<file path="src/rtl/trdr_pkg.sv">
// ----------------------------------------------------------------------------
// trdr_pkg
// Shared types and constants of the touch report decoder.
// ----------------------------------------------------------------------------
package trdr_pkg;

  localparam int unsigned REPORT_BYTES = 14;
  localparam int unsigned STORE_DEPTH  = REPORT_BYTES - 1;
  localparam int unsigned POS_W        = $clog2(REPORT_BYTES);

  // power of two, pointers wrap naturally
  localparam int unsigned QUEUE_DEPTH = 2;
  localparam int unsigned QUEUE_AW    = $clog2(QUEUE_DEPTH);

  localparam logic [2:0] COUNT_MASK = 3'h7;
  localparam logic [3:0] NO_TOUCH_ID = 4'hF;

  localparam logic [15:0] WIDTH_RESET  = 16'd320;
  localparam logic [15:0] HEIGHT_RESET = 16'd480;
  localparam logic [2:0]  MAX_PTS_RESET = 3'd2;

  typedef enum logic [1:0] {
    CFG_ORIENTATION = 2'd0,
    CFG_WIDTH       = 2'd1,
    CFG_HEIGHT      = 2'd2,
    CFG_MAX_POINTS  = 2'd3
  } cfg_idx_e;

  typedef enum logic [2:0] {
    ORIENT_LRTB = 3'd0,
    ORIENT_LRBT = 3'd1,
    ORIENT_RLTB = 3'd2,
    ORIENT_RLBT = 3'd3,
    ORIENT_TBLR = 3'd4,
    ORIENT_BTLR = 3'd5,
    ORIENT_TBRL = 3'd6,
    ORIENT_BTRL = 3'd7
  } orient_e;

  typedef struct packed {
    logic [2:0]  orientation;
    logic [15:0] panel_width;
    logic [15:0] panel_height;
    logic [2:0]  max_points;
  } cfg_t;

  typedef struct packed {
    logic [7:0] ev_xh;
    logic [7:0] x_lo;
    logic [7:0] id_yh;
    logic [7:0] y_lo;
    logic [7:0] weight;
  } record_t;

  typedef struct packed {
    logic [7:0] gesture;
    logic [2:0] count;
    record_t    rec0;
    record_t    rec1;
  } frame_t;

  typedef struct packed {
    logic [1:0]  event_f;
    logic [15:0] x;
    logic [15:0] y;
    logic [7:0]  weight;
  } point_t;

  typedef struct packed {
    logic       frame_ok;
    logic [2:0] reported_count;
    logic [7:0] gesture;
    logic [1:0] points_found;
    point_t     pa;
    point_t     pb;
  } result_t;

  typedef struct packed {
    logic full;
    logic empty;
  } queue_status_t;

endpackage

</file>
<file path="src/rtl/trdr_front.sv">
// ----------------------------------------------------------------------------
// trdr_front
// Byte collector: gathers the report bytes and pushes one frame per report.
// ----------------------------------------------------------------------------
module trdr_front (
  input  logic                  clk_i,
  input  logic                  rst_ni,
  input  logic                  in_valid_i,
  output logic                  in_ready_o,
  input  logic [7:0]            report_byte_i,
  input  logic                  frame_start_i,
  input  trdr_pkg::queue_status_t q_status_i,
  output logic                  push_o,
  output trdr_pkg::frame_t      push_data_o
);

  logic [trdr_pkg::POS_W-1:0] pos_q, pos_d;
  logic [trdr_pkg::POS_W-1:0] eff_pos;
  logic [7:0]                 store_q [trdr_pkg::STORE_DEPTH];
  logic                       accept;
  logic                       last_byte;

  localparam logic [trdr_pkg::POS_W-1:0] LAST_POS = trdr_pkg::POS_W'(trdr_pkg::STORE_DEPTH);

  assign in_ready_o = (pos_q != LAST_POS) || !q_status_i.full;
  assign accept     = in_valid_i && in_ready_o;
  assign eff_pos    = frame_start_i ? '0 : pos_q;
  assign last_byte  = (eff_pos == LAST_POS);
  assign push_o     = accept && last_byte;

  always_comb begin
    pos_d = pos_q;
    if (accept) begin
      if (last_byte) begin
        pos_d = '0;
      end else begin
        pos_d = eff_pos + 1'b1;
      end
    end
  end

  always_ff @(posedge clk_i or negedge rst_ni) begin
    if (!rst_ni) begin
      pos_q <= '0;
    end else begin
      pos_q <= pos_d;
    end
  end

  always_ff @(posedge clk_i) begin
    if (accept && !last_byte) begin
      store_q[eff_pos] <= report_byte_i;
    end
  end

  always_comb begin
    push_data_o.gesture      = store_q[0];
    push_data_o.count        = store_q[1][2:0] & trdr_pkg::COUNT_MASK;
    push_data_o.rec0.ev_xh   = store_q[2];
    push_data_o.rec0.x_lo    = store_q[3];
    push_data_o.rec0.id_yh   = store_q[4];
    push_data_o.rec0.y_lo    = store_q[5];
    push_data_o.rec0.weight  = store_q[6];
    push_data_o.rec1.ev_xh   = store_q[8];
    push_data_o.rec1.x_lo    = store_q[9];
    push_data_o.rec1.id_yh   = store_q[10];
    push_data_o.rec1.y_lo    = store_q[11];
    push_data_o.rec1.weight  = store_q[12];
  end

endmodule

</file>
<file path="src/rtl/trdr_queue.sv">
// ----------------------------------------------------------------------------
// trdr_queue
// Short frame queue between the byte collector and the decode stage.
// ----------------------------------------------------------------------------
module trdr_queue (
  input  logic                    clk_i,
  input  logic                    rst_ni,
  input  logic                    push_i,
  input  trdr_pkg::frame_t        push_data_i,
  input  logic                    pop_i,
  output trdr_pkg::frame_t        pop_data_o,
  output trdr_pkg::queue_status_t status_o
);

  trdr_pkg::frame_t                 mem_q [trdr_pkg::QUEUE_DEPTH];
  logic [trdr_pkg::QUEUE_AW-1:0]    wr_ptr_q, wr_ptr_d;
  logic [trdr_pkg::QUEUE_AW-1:0]    rd_ptr_q, rd_ptr_d;
  logic [trdr_pkg::QUEUE_AW:0]      cnt_q, cnt_d;
  logic                             do_push, do_pop;

  localparam logic [trdr_pkg::QUEUE_AW:0] DEPTH_CNT =
    (trdr_pkg::QUEUE_AW+1)'(trdr_pkg::QUEUE_DEPTH);

  assign status_o.full  = (cnt_q == DEPTH_CNT);
  assign status_o.empty = (cnt_q == '0);
  assign do_push        = push_i && !status_o.full;
  assign do_pop         = pop_i && !status_o.empty;
  assign pop_data_o     = mem_q[rd_ptr_q];

  always_comb begin
    wr_ptr_d = do_push ? wr_ptr_q + 1'b1 : wr_ptr_q;
    rd_ptr_d = do_pop ? rd_ptr_q + 1'b1 : rd_ptr_q;
    cnt_d    = cnt_q;
    if (do_push && !do_pop) begin
      cnt_d = cnt_q + 1'b1;
    end else if (do_pop && !do_push) begin
      cnt_d = cnt_q - 1'b1;
    end
  end

  always_ff @(posedge clk_i or negedge rst_ni) begin
    if (!rst_ni) begin
      wr_ptr_q <= '0;
      rd_ptr_q <= '0;
      cnt_q    <= '0;
    end else begin
      wr_ptr_q <= wr_ptr_d;
      rd_ptr_q <= rd_ptr_d;
      cnt_q    <= cnt_d;
    end
  end

  always_ff @(posedge clk_i) begin
    if (do_push) begin
      mem_q[wr_ptr_q] <= push_data_i;
    end
  end

endmodule

</file>
<file path="src/rtl/trdr_back.sv">
// ----------------------------------------------------------------------------
// trdr_back
// Decode stage: maps and packs the point records, holds the result word.
// ----------------------------------------------------------------------------
module trdr_back (
  input  logic                    clk_i,
  input  logic                    rst_ni,
  input  trdr_pkg::cfg_t          cfg_i,
  input  trdr_pkg::frame_t        frame_i,
  input  trdr_pkg::queue_status_t q_status_i,
  output logic                    pop_o,
  output logic                    out_valid_o,
  input  logic                    out_ready_i,
  output trdr_pkg::result_t       result_o
);

  logic              out_valid_q, out_valid_d;
  trdr_pkg::result_t out_q, out_d;
  trdr_pkg::point_t  p0, p1;
  logic              v0, v1, ok;

  function automatic trdr_pkg::point_t map_rec(trdr_pkg::record_t r, trdr_pkg::cfg_t c);
    logic [15:0]      rx, ry, wx, hy;
    trdr_pkg::point_t p;
    rx = {4'h0, r.ev_xh[3:0], r.x_lo};
    ry = {4'h0, r.id_yh[3:0], r.y_lo};
    wx = c.panel_width - rx;
    hy = c.panel_height - ry;
    p.event_f = r.ev_xh[7:6];
    p.weight  = r.weight;
    case (trdr_pkg::orient_e'(c.orientation))
      trdr_pkg::ORIENT_LRTB: begin p.x = rx; p.y = ry; end
      trdr_pkg::ORIENT_LRBT: begin p.x = rx; p.y = hy; end
      trdr_pkg::ORIENT_RLTB: begin p.x = wx; p.y = ry; end
      trdr_pkg::ORIENT_RLBT: begin p.x = wx; p.y = hy; end
      trdr_pkg::ORIENT_TBLR: begin p.x = ry; p.y = rx; end
      trdr_pkg::ORIENT_BTLR: begin p.x = ry; p.y = wx; end
      trdr_pkg::ORIENT_TBRL: begin p.x = hy; p.y = rx; end
      default:               begin p.x = hy; p.y = wx; end
    endcase
    return p;
  endfunction

  assign pop_o       = !q_status_i.empty && (!out_valid_q || out_ready_i);
  assign out_valid_o = out_valid_q;
  assign result_o    = out_q;

  always_comb begin
    p0 = map_rec(frame_i.rec0, cfg_i);
    p1 = map_rec(frame_i.rec1, cfg_i);
    v0 = (frame_i.rec0.id_yh[7:4] != trdr_pkg::NO_TOUCH_ID);
    v1 = (frame_i.rec1.id_yh[7:4] != trdr_pkg::NO_TOUCH_ID);
    ok = (frame_i.count != 3'd0) && (frame_i.count <= cfg_i.max_points);

    out_d                = '0;
    out_d.reported_count = frame_i.count;
    if (ok) begin
      out_d.frame_ok     = 1'b1;
      out_d.gesture      = frame_i.gesture;
      out_d.points_found = {1'b0, v0} + {1'b0, v1};
      if (v0) begin
        out_d.pa = p0;
        if (v1) begin
          out_d.pb = p1;
        end
      end else if (v1) begin
        out_d.pa = p1;
      end
    end
  end

  always_comb begin
    out_valid_d = out_valid_q;
    if (pop_o) begin
      out_valid_d = 1'b1;
    end else if (out_ready_i) begin
      out_valid_d = 1'b0;
    end
  end

  always_ff @(posedge clk_i or negedge rst_ni) begin
    if (!rst_ni) begin
      out_valid_q <= 1'b0;
    end else begin
      out_valid_q <= out_valid_d;
    end
  end

  always_ff @(posedge clk_i) begin
    if (pop_o) begin
      out_q <= out_d;
    end
  end

endmodule

</file>
<file path="src/rtl/touch_report_decode_rotate_core.sv">
// ----------------------------------------------------------------------------
// touch_report_decode_rotate_core
// Touch controller point report decoder with orientation mapping.
// ----------------------------------------------------------------------------
// Takes one report byte per cycle while in_ready_o is high; every 14th byte
// (or the 14th after a frame_start) closes a report, and its result word
// passes through the frame queue and the output register to the output.
// A two-frame queue sits between the byte collector and the decode stage, so
// input only stalls on byte position 13 of a report while that queue is full;
// the decode stage and its output register retire one result per cycle while out_ready_i is high.
// Configuration writes are taken at any time through cfg_we_i and should be
// done while the block is idle.
module touch_report_decode_rotate_core (
  input  logic        clk_i,
  input  logic        rst_ni,
  input  logic        cfg_we_i,
  input  logic [1:0]  cfg_addr_i,
  input  logic [15:0] cfg_wdata_i,
  input  logic        in_valid_i,
  output logic        in_ready_o,
  input  logic [7:0]  report_byte_i,
  input  logic        frame_start_i,
  output logic        out_valid_o,
  input  logic        out_ready_i,
  output logic        frame_ok_o,
  output logic [2:0]  reported_count_o,
  output logic [7:0]  gesture_o,
  output logic [1:0]  points_found_o,
  output logic [1:0]  event_a_o,
  output logic [15:0] x_a_o,
  output logic [15:0] y_a_o,
  output logic [7:0]  weight_a_o,
  output logic [1:0]  event_b_o,
  output logic [15:0] x_b_o,
  output logic [15:0] y_b_o,
  output logic [7:0]  weight_b_o
);

  trdr_pkg::cfg_t          cfg_q, cfg_d;
  trdr_pkg::queue_status_t q_status;
  trdr_pkg::frame_t        push_data, pop_data;
  trdr_pkg::result_t       result;
  logic                    push, pop;

  always_comb begin
    cfg_d = cfg_q;
    if (cfg_we_i) begin
      case (trdr_pkg::cfg_idx_e'(cfg_addr_i))
        trdr_pkg::CFG_ORIENTATION: cfg_d.orientation  = cfg_wdata_i[2:0];
        trdr_pkg::CFG_WIDTH:       cfg_d.panel_width  = cfg_wdata_i;
        trdr_pkg::CFG_HEIGHT:      cfg_d.panel_height = cfg_wdata_i;
        default:                   cfg_d.max_points   = cfg_wdata_i[2:0];
      endcase
    end
  end

  always_ff @(posedge clk_i or negedge rst_ni) begin
    if (!rst_ni) begin
      cfg_q.orientation  <= trdr_pkg::ORIENT_LRTB;
      cfg_q.panel_width  <= trdr_pkg::WIDTH_RESET;
      cfg_q.panel_height <= trdr_pkg::HEIGHT_RESET;
      cfg_q.max_points   <= trdr_pkg::MAX_PTS_RESET;
    end else begin
      cfg_q <= cfg_d;
    end
  end

  trdr_front u_front (
    .clk_i         (clk_i),
    .rst_ni        (rst_ni),
    .in_valid_i    (in_valid_i),
    .in_ready_o    (in_ready_o),
    .report_byte_i (report_byte_i),
    .frame_start_i (frame_start_i),
    .q_status_i    (q_status),
    .push_o        (push),
    .push_data_o   (push_data)
  );

  trdr_queue u_queue (
    .clk_i       (clk_i),
    .rst_ni      (rst_ni),
    .push_i      (push),
    .push_data_i (push_data),
    .pop_i       (pop),
    .pop_data_o  (pop_data),
    .status_o    (q_status)
  );

  trdr_back u_back (
    .clk_i       (clk_i),
    .rst_ni      (rst_ni),
    .cfg_i       (cfg_q),
    .frame_i     (pop_data),
    .q_status_i  (q_status),
    .pop_o       (pop),
    .out_valid_o (out_valid_o),
    .out_ready_i (out_ready_i),
    .result_o    (result)
  );

  assign frame_ok_o       = result.frame_ok;
  assign reported_count_o = result.reported_count;
  assign gesture_o        = result.gesture;
  assign points_found_o   = result.points_found;
  assign event_a_o        = result.pa.event_f;
  assign x_a_o            = result.pa.x;
  assign y_a_o            = result.pa.y;
  assign weight_a_o       = result.pa.weight;
  assign event_b_o        = result.pb.event_f;
  assign x_b_o            = result.pb.x;
  assign y_b_o            = result.pb.y;
  assign weight_b_o       = result.pb.weight;

endmodule

</file>
<file path="config.mk">
export PLATFORM = sky130hd
export DESIGN_NAME = touch_report_decode_rotate_core
export DESIGN_NICKNAME = d
export VERILOG_FILES = /design/src/rtl/trdr_pkg.sv /design/src/rtl/trdr_front.sv /design/src/rtl/trdr_queue.sv /design/src/rtl/trdr_back.sv /design/src/rtl/touch_report_decode_rotate_core.sv
export SDC_FILE = /design/constraint.sdc
export NUM_CORES = 1
export LEC_CHECK = 0
export BUFFER_PORTS_ARGS = -buffer_cell sky130_fd_sc_hd__buf_2
export CAP_MARGIN = 20
export CORE_ASPECT_RATIO = 1.4
export CORE_MARGIN = 2
export CORE_UTILIZATION = 45
export DETAILED_ROUTE_END_ITERATION = 8
export HOLD_SLACK_MARGIN = 0.08
export MAX_ROUTING_LAYER = met4
export SYNTH_ARGS = -nofsm -noshare
export SYNTH_HDL_FRONTEND = slang
export SYNTH_SLANG_ARGS = --single-unit
</file>
<file path="constraint.sdc">
create_clock -name clk_i -period 7 [get_ports clk_i]
set_clock_uncertainty 0.05 [all_clocks]
set_input_delay 1.4 -clock clk_i [delete_from_list [all_inputs] [get_ports clk_i]]
set_output_delay 1.4 -clock clk_i [all_outputs]
set_load 0.02 [all_outputs]
</file>
==> run summary, run 1 <==
Post-synth EDFFs: 359
HPWL after detailed placement: 30900 µm
post-layout util: 0.521
fmax: 215 MHz
commonest non-fill, non-tap cells in the layout: edfxtp_1, buf_2, nor2_1
Via-to-Cell Ratio: 5.54
R2R setup slack: 2.35 ns
Switch Pwr: 3.08 mW
Startpoint Class: register
CTS root buf: clkbuf_16
cell internal pwr: 5.58 mW
Post-Syn Area: 18400 µm²
number of hold-repair buffers added at the cts stage: 0
total wire length: 44100 µm
post_cts resized: 0
worst-margin pin slew: 1.06 ns
most common cell after layout, fill and taps aside: edfxtp_1
Rel. slew slack: 0.289
met2 Track Usage GR: 0.370
setup TNS: 0 ns
global route hottest layer: met2
Max FO, Critical Path: 58
clock network power share: 0.244
GRT Overall Usage: 0.217
Syn Area/Cell: 14.6 µm²
antenna violations before repair: 0
Synth Register Bits: 406
first-pass GRT wire length: 66800 µm
Worst Hold Class: register to register
Bufs on Longest Clock Path: 3
H-tree depth: 2
Synth cell types: 67
Finish-stage setup viols: 0
fraction of layout cells with a size suffix above 1: 0.236
maxcap violations: 0
crit-path cells: mux2_2, ha_1, a211oi_1, o32ai_4, buf_4, nor2_2, nand2_1, nor3_1
Gate power share: 0.369
CORE AREA: 40300 µm²
Post-synth top flop: edfxtp_1
IO Port Bufs: 131
vias in the first global route: 11.1k
Avg WL per Cell: 22.3 µm
area share of the largest cell type after synthesis: 0.586
Post-CTS Setup Repair Bufs: 0
Tmin final: 4.65 ns
Mapped Nets: 1356
met1 Use GR: 0.257
Total Power: 8.67 mW
async set or reset register ratio after synthesis: 0.116
Critical Path Max Stage Delay: 1.04 ns
clock transition at the registers of the reported paths: 0.07 ns
drt first pass iters: 5
Layout area overhead: 13.9%
gpl congestion: 0.929
top post-synthesis cells by area: edfxtp_1, dfrtp_1, mux4_2, mux2_2, ha_1
clk_lat worst skew: 0.55 ns
number of buffers created by CTS: 39
critical path class: register to register
total grt overflow: 0
worst slack at placement: 2.31 ns
run status: complete, no violations
DRC Markers: 0
total die area: 42600 µm²
Max IR drop VDD: 0.232 mV
Seq/Total Area, Yosys: 0.650
cell count after synthesis: 1265
# diodes: 0
setup repair after global routing missed its margin: false
P per Cell Area: 413 nW/µm²
CTS sink count: 406
final period utilization: 0.665
cell leakage power: 7.80 nW
Antenna Nets Post-Route: 0
via count: 10.9k
CTS tree: yes
Row Count: 87
Slew Viols, Final: 0
num ports: 132
starting density of the core: 0.457
met3 GRT Util: 0.0273
sequential share of power: 0.388
Die X: 175 µm
pin count of the biggest net entering global routing: 59
Worst setup EP type: register
fin worst setup slack: 2.35 ns
WP data arrival: 4.97 ns
Syn. warnings: 0
1st-iter DRT viols: 784
final net count: 1498
Die Y: 243 µm
slowest CP cell: dfrtp_4
Switching Fraction: 0.356
Req. time, crit path: 7.32 ns
post-synth top area cell: edfxtp_1
final hold violations: 0
==> cell families (layout without fill, tap and decap cells) <==
| group | count (synthesis) | in the layout | share of synthesized area |
|---|---|---|---|
| AND/OR/NAND/NOR | 295 | 295 | 0.0743 |
| buffers and inverters | 97 | 270 | 0.0211 |
| flip-flops | 406 | 406 | 0.650 |
| XOR/XNOR | 55 | 55 | 0.0262 |
| AO/OA/AOI/OAI | 196 | 196 | 0.0715 |
| adder cells (fa/ha/maj) | 59 | 59 | 0.0417 |
| multiplexers | 157 | 157 | 0.115 |
==> power groups by stage <==
stage / clock network (mW) / registers [mW] / logic [mW]
detailed placement: 0 / 3.42 / 3.19
finish: 2.11 / 3.36 / 3.19
global placement: 0 / 3.41 / 3.17
global route: 2.25 / 3.41 / 3.46
CTS: 2.16 / 3.37 / 3.21
floorplan: 0 / 3.68 / 1.96
==> cell usage after synthesis, drive strengths merged, types with 17 or more instances <==
| cell type | count |
|---|---|
| edfxtp | 359 |
| nand2b | 18 |
| mux2 | 67 |
| inv | 45 |
| nor3 | 40 |
| a211oi | 17 |
| mux4 | 37 |
| xor2 | 22 |
| xnor2 | 33 |
| mux2i | 53 |
| clkbuf | 27 |
| a21oi | 53 |
| nand2 | 74 |
| o21ai | 42 |
| ha | 55 |
| dfrtp | 40 |
| buf | 22 |
| nor2 | 99 |
==> sequential cells by signal, indices dropped and copies added (netlist names) <==
name,count
u_queue.wr_ptr_q,1
u_queue.rd_ptr_q,1
cfg_q,38
u_queue.cnt_q,2
u_front.pos_q,4
u_back.out_valid_o,1
u_queue.mem_q,174
u_back.result_o,98
u_front.store_q,87
==> layout make-up <==
cell class / count / area, µm²
Multi-Input combinational cell: 762 / 6070
Inverter: 48 / 183
Clock inverter: 20 / 244
Clock buffer: 52 / 1040
Fill cell: 3455 / 19300
Sequential cell: 406 / 12000
Tap cell: 534 / 668
Timing Repair Buffer: 150 / 798
==> metal layers <==
metal | share of wire | vias up
met5 | 0 | -
met4 | 0.047 | 0
met3 | 0.042 | 103
met2 | 0.51 | 303
met1 | 0.40 | 5416
li1 | - | 5104
==> worst paths after layout <==
check | from | cells after the start | endpoint
setup / recovery | u_queue.rd_ptr_q | 8 | u_back.result_o[35]
hold / removal | u_front.store_q[9][6] | 0 | u_queue.mem_q[1][30]
setup reg to reg | u_queue.rd_ptr_q | 8 | u_back.result_o[35]
hold reg to reg | u_front.store_q[9][6] | 0 | u_queue.mem_q[1][30]
max in group asynchronous | rst_ni | 2 | u_queue.rd_ptr_q
min in group asynchronous | rst_ni | 2 | u_front.pos_q[3]
==> worst max-delay path, delay by kind of cell (launching register included) <==
kind / cells / cell delay [ns]
AO/OA/AOI/OAI: 2 / 0.49
adder cells (fa/ha/maj): 1 / 0.30
buffers and inverters: 1 / 0.28
flip-flops: 1 / 1.04
multiplexers: 1 / 0.46
AND/OR/NAND/NOR: 3 / 1.74
==> through the flow <==
step / hold slack (ns) / std cells / area, µm²
3_5_place_dp: 0.380 / 1900 / 19700
5_1_grt: 0.392 / 1972 / 21000
4_1_cts: 0.388 / 1972 / 21000
6_report: 0.390 / 1972 / 21000
3_3_place_gp: 0.372 / 1900 / 19700
2_1_floorplan: 0.371 / 1265 / 18400
Power figures use the tool's default switching activity.
==> inputs of run 2 (changes only) <==
- clock period: 7 -> 4.4 ns (I/O delays scaled with it)
==> run 2 against run 1 <==
- power grew 63%
- worst setup slack worse by 2.0 ns
- sequential power grew 57%
- maximum frequency rose by 16%
- clock power up 71%
- first-iteration DRC count is 0.89% lower
- hold slack got worse by 0.11 ns
- critical path depth increased by 4
- flip-flop and latch count is the same
- die area unchanged
- register-to-register slack worse by 2.0 ns
- critical path type unchanged
==> run summary, run 2 (synthesized netlist as in run 1, its figures left out) <==
met3 GRT Util: 0.0264
starting density of the core: 0.457
Tmin final: 4.02 ns
fin worst setup slack: 0.379 ns
Layout area overhead: 15.4%
commonest non-fill, non-tap cells in the layout: edfxtp_1, buf_2, nor2_1
clk_lat worst skew: 0.57 ns
Bufs on Longest Clock Path: 3
setup repair after global routing missed its margin: false
pin count of the biggest net entering global routing: 88
maxcap violations: 0
H-tree depth: 2
Post-CTS Setup Repair Bufs: 0
num ports: 132
Slew Viols, Final: 0
worst-margin pin slew: 1.02 ns
DRC Markers: 0
critical path class: register to register
Rel. slew slack: 0.314
IO Port Bufs: 131
Worst setup EP type: register
Die X: 175 µm
worst hold margin: 0.276 ns
1st-iter DRT viols: 777
Req. time, crit path: 4.67 ns
most common cell after layout, fill and taps aside: edfxtp_1
met2 Track Usage GR: 0.377
CTS root buf: clkbuf_16
Row Count: 87
Finish-stage setup viols: 0
final hold violations: 0
Max FO, Critical Path: 17
HPWL after detailed placement: 31300 µm
max reg flops: 174
total grt overflow: 0
run status: complete, no violations
P per Cell Area: 665 nW/µm²
first-pass GRT wire length: 66500 µm
clock transition at the registers of the reported paths: 0.06 ns
total die area: 42600 µm²
setup TNS: 0 ns
fmax: 249 MHz
GRT Overall Usage: 0.214
CTS tree: yes
final period utilization: 0.914
number of buffers created by CTS: 39
antenna violations before repair: 0
CORE AREA: 40300 µm²
CTS sink count: 406
final net count: 1514
gpl congestion: 0.884
Layout fillers: 3376
via count: 11.0k
Via-to-Cell Ratio: 5.55
cell leakage power: 7.94 nW
drt first pass iters: 5
global route hottest layer: met2
Avg WL per Cell: 22.1 µm
Total Power: 14.1 mW
# diodes: 0
Max IR drop VDD: 0.563 mV
post-layout util: 0.527
met1 Use GR: 0.253
post_cts resized: 0
Startpoint Class: register
total wire length: 43900 µm
Worst Hold Class: input pin to async pin
worst slack at placement: 0.380 ns
vias in the first global route: 11.2k
WP data arrival: 4.29 ns
Die Y: 243 µm
area of the multi-input gates: 6070 µm²
fraction of layout cells with a size suffix above 1: 0.248
Antenna Nets Post-Route: 0
register area: 12000 µm²
number of hold-repair buffers added at the cts stage: 0
Biggest register: u_queue.mem_q
[run 2: worst max-delay path: stages, from the launching register on]
cell and delay (ns):
dfrtp_4 0.59, buf_4 0.31, mux2i_1 0.58, ha_1 0.36
o21ai_0 0.08, a21oi_1 0.09, o21ai_0 0.43, o21ai_0 0.14
buf_4 0.17, a311oi_1 0.38, xnor2_1 0.23, o221ai_1 0.14
and3_1 0.22
[run 2: path summary, 6_finish.rpt]
| check | start | to | slack [ns] | depth (start not counted) |
|---|---|---|---|---|
| worst max-delay path | u_queue.rd_ptr_q | u_back.result_o[80] | 0.38 | 12 |
| worst min-delay path | rst_ni | cfg_q[19] | 0.28 | 1 |
| worst max register to register | u_queue.rd_ptr_q | u_back.result_o[80] | 0.38 | 12 |
| worst min register to register | u_front.store_q[5][5] | u_queue.mem_q[0][53] | 0.39 | 0 |
| max in group asynchronous | rst_ni | cfg_q[11] | 3.13 | 2 |
| min in group clk_i | u_front.store_q[5][5] | u_queue.mem_q[0][53] | 0.39 | 0 |
[run 2: final cells by class]
type / instances / share of cell area
clock buffer: 44 / 0.0473
clock inverter: 27 / 0.0185
inverter: 48 / 0.00860
multi-input combinational: 762 / 0.286
sequential: 406 / 0.564
tap: 534 / 0.0315
timing repair buffer: 166 / 0.0450
[run 2: metal layers]
layer	routed length (µm)	vias up
met5	0	-
met4	1580	0
met3	1720	89
met2	23000	286
met1	17600	5519
li1	-	5133
[run 2: stage by stage]
step / instances / instance area [µm²]
CTS: 1987 / 21200
global placement: 1916 / 19800
global route: 1987 / 21200
finish: 1987 / 21200
floorplan: 1265 / 18400
detailed placement: 1916 / 19800
[run 2: report_power, final]
part,switching [mW],internal [mW],leakage [nW]
logic,3.21,2.05,3.38
registers,0.281,4.98,3.88
clock network,1.46,2.15,0.681
total,4.95,9.17,7.94
